--- src/rtl/core/shrp_pkg.sv ---
// Shared types, register codes and reset values for the 3x3 sharpen stream filter.
// No dependencies; used by shrp_kernel and sharpen_3x3_stream_filter_unit.

package shrp_pkg;

    localparam int MAX_WIDTH_DEF = 2048;

    localparam int CFG_W   = 12;   // width and height register widths
    localparam int GAIN_W  = 16;   // signed 8.8 gain
    localparam int ROW_W   = 12;
    localparam int CHAN_W  = 8;
    localparam int NUM_CH  = 4;
    localparam int PIX_W   = CHAN_W * NUM_CH;

    // Configuration register indexes.
    localparam logic [1:0] REG_WIDTH  = 2'd0;
    localparam logic [1:0] REG_HEIGHT = 2'd1;
    localparam logic [1:0] REG_GAIN   = 2'd2;

    localparam logic [CFG_W-1:0]  WIDTH_RST  = 12'd1920;
    localparam logic [CFG_W-1:0]  HEIGHT_RST = 12'd1080;
    localparam logic [GAIN_W-1:0] GAIN_RST   = 16'd256;

    // Channel slots of a pixel word, red in the lowest byte.
    localparam int CH_RED   = 0;
    localparam int CH_GREEN = 1;
    localparam int CH_BLUE  = 2;
    localparam int CH_ALPHA = 3;

    typedef logic [NUM_CH-1:0][CHAN_W-1:0] pix_t;

    // The five pixels of the cross that the kernel looks at.
    typedef struct packed {
        pix_t north;
        pix_t west;
        pix_t center;
        pix_t east;
        pix_t south;
    } cross_t;

    typedef logic [2:0][CHAN_W-1:0] rgb_t;

endpackage

--- src/rtl/core/shrp_kernel.sv ---
// Cross sharpen arithmetic for R, G and B: 5*center minus four neighbors, times gain,
// then clamp to 0..255. Depends on shrp_pkg.

module shrp_kernel (
    input  shrp_pkg::cross_t                   win,
    input  logic signed [shrp_pkg::GAIN_W-1:0] gain,
    output shrp_pkg::rgb_t                     rgb
);

    localparam int CONV_W = 12;
    localparam int PROD_W = CONV_W + shrp_pkg::GAIN_W;
    localparam int Q_W    = PROD_W - 8;

    for (genvar k = 0; k < 3; k++)
    begin : g_chan
        logic signed [CONV_W-1:0] conv;
        logic signed [PROD_W-1:0] prod;
        logic [Q_W-1:0]           quot;

        always_comb
        begin
            conv = CONV_W'({win.center[k], 2'b00}) + CONV_W'(win.center[k])
                 - CONV_W'(win.north[k]) - CONV_W'(win.south[k])
                 - CONV_W'(win.west[k]) - CONV_W'(win.east[k]);
            prod = PROD_W'(conv) * PROD_W'(gain);
            quot = prod[PROD_W-1:8];
            // Zero and negative products clamp to black.
            if (prod[PROD_W-1] || (prod == '0))
            begin
                rgb[k] = '0;
            end
            else if (|quot[Q_W-1:shrp_pkg::CHAN_W])
            begin
                rgb[k] = '1;
            end
            else
            begin
                rgb[k] = quot[shrp_pkg::CHAN_W-1:0];
            end
        end
    end

endmodule

--- config.mk ---
export PLATFORM = sky130hd
export DESIGN_NAME = shrp_kernel
export DESIGN_NICKNAME = d
export VERILOG_FILES = /design/src/rtl/core/shrp_pkg.sv /design/src/rtl/core/shrp_kernel.sv
export SDC_FILE = /design/constraint.sdc
export NUM_CORES = 2
export LEC_CHECK = 0
export BUFFER_PORTS_ARGS = -buffer_cell sky130_fd_sc_hd__buf_2
export CORE_UTILIZATION = 42
export DETAILED_ROUTE_END_ITERATION = 8
export GPL_TIMING_DRIVEN = 0
export PLACE_DENSITY_LB_ADDON = 0.15
export SYNTH_ARGS = -nofsm -noshare
export SYNTH_HDL_FRONTEND = slang
export SYNTH_SLANG_ARGS = --single-unit
--- constraint.sdc ---
create_clock -name vclk -period 17.3
set_input_delay 3.46 -clock vclk [all_inputs]
set_output_delay 3.46 -clock vclk [all_outputs]
set_load 0.01 [all_outputs]
# After elaboration in Yosys (flattened, before gate mapping)
# Index checks and enable logic that the tools add are counted.
# op_classes
n_mux	6
add_sub_neg	15
multipliers	3
reduce_logical	9
# op_table
op	count
12-bit by 8-bit subtractor with 12-bit output	9
28-bit zero test	3
12-bit by 16-bit multiplier with 28-bit output	3
8-bit 2-to-1 mux	6
12-bit OR reduction	3
11-bit by 8-bit subtractor with 12-bit output	3
10-bit by 8-bit adder with 11-bit output	3
1-bit logical OR	3
# word_totals
word_cells	33
ff_bits	0
in_bits	176
output_inout_bits	24

# Longest topological paths before layout
# depth
ltp_word	9
ltp_mapped	36

# Worst setup path after synthesis
# No wires, ideal clock.
# synth_timing
kind	input to output
startpoint	input port win[66] (netlist name)
endpoint	output port rgb[0] (netlist name)
t_arrival_ns	11.587
t_required_ns	13.840
path_stages	34
slack_ns	2.253
n_path_buf	1
cell_sequence	inv_1 > fa_1 > inv_1 > fa_1 > inv_1 > fa_1 > inv_1 > ha_1 > nor2b_1 > o21ai_0 > a21boi_0 > o21ai_1 > a21oi_1 > or4_1 > o211ai_1 > buf_2 > nand2_1 > fa_1 > fa_1 > inv_1 > fa_1 > inv_1 > fa_1 > fa_1 > inv_1 > ha_1 > and4_1 > and3_1 > a21oi_1 > nand2_1 > a21oi_1 > mux2_2 > nor4_4 > a31oi_1
# synth_rtl
element	line	text
from (decl)	shrp_kernel.sv:5	input shrp_pkg::cross_t win,
to (decl)	shrp_kernel.sv:7	output shrp_pkg::rgb_t rgb

==> impl_metrics.py <==
metrics = {
    "synth": {
        "ys_top_cells_by_area": "fa_1 48%, inv_1 12%, ha_1 11%, and2_1 5.9%, nand2_1 4.4%",
        "synth_area_um2": 25800,
        "synth_top_area_frac": 0.484,
        "ys_seq_area_frac": 0,
        "yosys-top-cells-count": "807 x inv_1, 624 x fa_1, 300 x nand2_1",
        "yosysTopAreaCell": "fa_1",
        "yosys.cell_types.count": 77,
        "postSynthCellCount": 2978,
        "syn_avg_cell_area_um2": 8.67,
        "syn_nets": 4000,
        "synth_most_common_cell": "inv_1",
        "synth_warnings": 0,
    },
    "routing": {
        "wl_per_cell_um": 18.3,
        "drt_iter0_markers": 964,
        "vias": 20100,
        "drcViolationCount": 0,
        "totalWireLength_um": 71700,
        "postRouteAntennaNets": 0,
        "vias_per_cell": 5.14,
        "first_pass_iters": 5,
    },
    "global_route": {
        "grt_max_degree": 11,
        "grt_pass1_vias": 21500,
        "grt_use_total": 0.237,
        "grt_busiest_layer": "met2",
        "use_met1": 0.318,
        "grt-ovfl-total": 0,
        "antenna_found_initial": 2,
        "grt_first_pass_wirelength_um": 116000,
        "use_met3": 0.0167,
        "grtUsageMet2": 0.415,
    },
    "clock_tree": {
        "post_cts_buffers": 0,
        "ctsHoldBuffers": 0,
        "ctsResizeCount": 0,
    },
    "sta": {
        "setup_tns_ns": 0,
        "slew_headroom": 0.129,
        "hold_slack_ns": 8.69,
        "tightest_slew_ns": 1.30,
        "max_freq_mhz": 59.9,
        "finalCriticalPeriod_ns": 16.69,
        "setup_violations": 0,
        "rsz0062_at_grt": "no",
        "timing.final.crit_share": 0.965,
        "finalHoldViolCount": 0,
        "drv_slew": 0,
    },
    "worst_setup_path": {
        "path_buf_inv": 10,
        "cpMostUsedCell": "fa_1",
        "crit_family": "adder cells",
        "max_stage_delay_ns": 0.97,
        "cp_data_arrival_time_ns": 13.23,
        "setup.worst_path.class": "input pin to output pin",
        "crit_slowest_cell": "xnor2_1",
        "critPathMaxFanout": 10,
        "critPathLaunchType": "input pin",
        "required_ns": 13.84,
        "cp-end-kind": "output pin",
    },
    "placement": {
        "place_congestion": 0.929,
        "hpwl_um": 60900,
        "numPortBuffers": 150,
    },
    "cells_and_area": {
        "drive_gt1_frac": 0.0643,
        "fillers": 6100,
        "antennaDiodeCount": 0,
        "nets": 4152,
        "utilization": 0.455,
        "area.growth.synth_to_final_pct": 6.75,
        "nFlopsAndLatches": 0,
        "regArea_um2": 0,
        "clkbuf_count": 0,
    },
    "floorplanning": {
        "start_util": 0.426,
        "fp.coreArea_um2": 60600,
        "ios": 200,
        "die_h_um": 250,
        "rows": 90,
        "dieArea_um2": 62500,
        "die-width_um": 250,
    },
    "outcome": {
        "status": "finished clean",
    },
    "hold_path": {
        "holdCritPathClass": "input pin to output pin",
    },
    "flow_run": {
        "maxCapViolCount": 0,
    },
}
[cell families after synthesis]
group / synth area share
xor+xnor: 0.0292
mux: 0.00538
compound gates: 0.0732
simple gates: 0.167
buf+inv: 0.134
fa+ha+maj: 0.591
[cells in the final DEF (no fill, tap or decap), types with 9 or more instances in the layout]
cell type	instances
o21a_1	19
and2_1	243
nor2_1	95
o21ai_1	10
nand2_1	300
o21ai_0	42
fa_1	624
a41oi_1	9
inv_1	807
a31oi_1	11
nor3_1	24
a21oi_1	67
clkbuf_1	94
a21o_1	28
xnor2_1	64
buf_2	160
nand3_1	26
a211oi_1	12
ha_1	222
nor2b_1	28
xor2_1	20
o211ai_1	14
nand2b_1	64
[area by class of cell]
cell class	count	area, µm²	area share
multi-input combinational	2064	22400	0.812
inverter	807	3030	0.110
tap	782	978	0.0355
timing repair buffer	150	751	0.0272
buffer	107	433	0.0157
[layer usage]
| metal | vias up | wire length (µm) |
|---|---|---|
| li1 | 9126 | - |
| met5 | - | 0 |
| met3 | 127 | 3590 |
| met2 | 561 | 35400 |
| met1 | 10300 | 30400 |
| met4 | 0 | 2350 |
[stage by stage]
step                      worst slack [ns]  area [µm²]  std cells
final                                0.609       27600       3910
after global routing                 0.112       27600       3910
after CTS                            0.488       27600       3910
after detailed placement             0.522       27600       3910
after global placement               0.566       27600       3910
after floorplan                       2.25       25800       2978
[worst min-delay path, stage by stage]
cell      delay [ns]
clkbuf_1        0.27
mux2_2          0.33
ha_1            0.18
xnor2_1         0.09
xnor2_1         0.16
xnor2_1         0.22
a311oi_2        0.26
o21a_1          0.11
buf_2           0.13
[final timing paths]
check,end,depth (start not counted),start,slack [ns]
worst max-delay path,rgb[22],35,win[82],0.61
worst min-delay path,rgb[13],9,gain[15],8.69
Power is not shown: default switching activity piles up to over one toggle a cycle in this logic, so the estimate is an artifact.
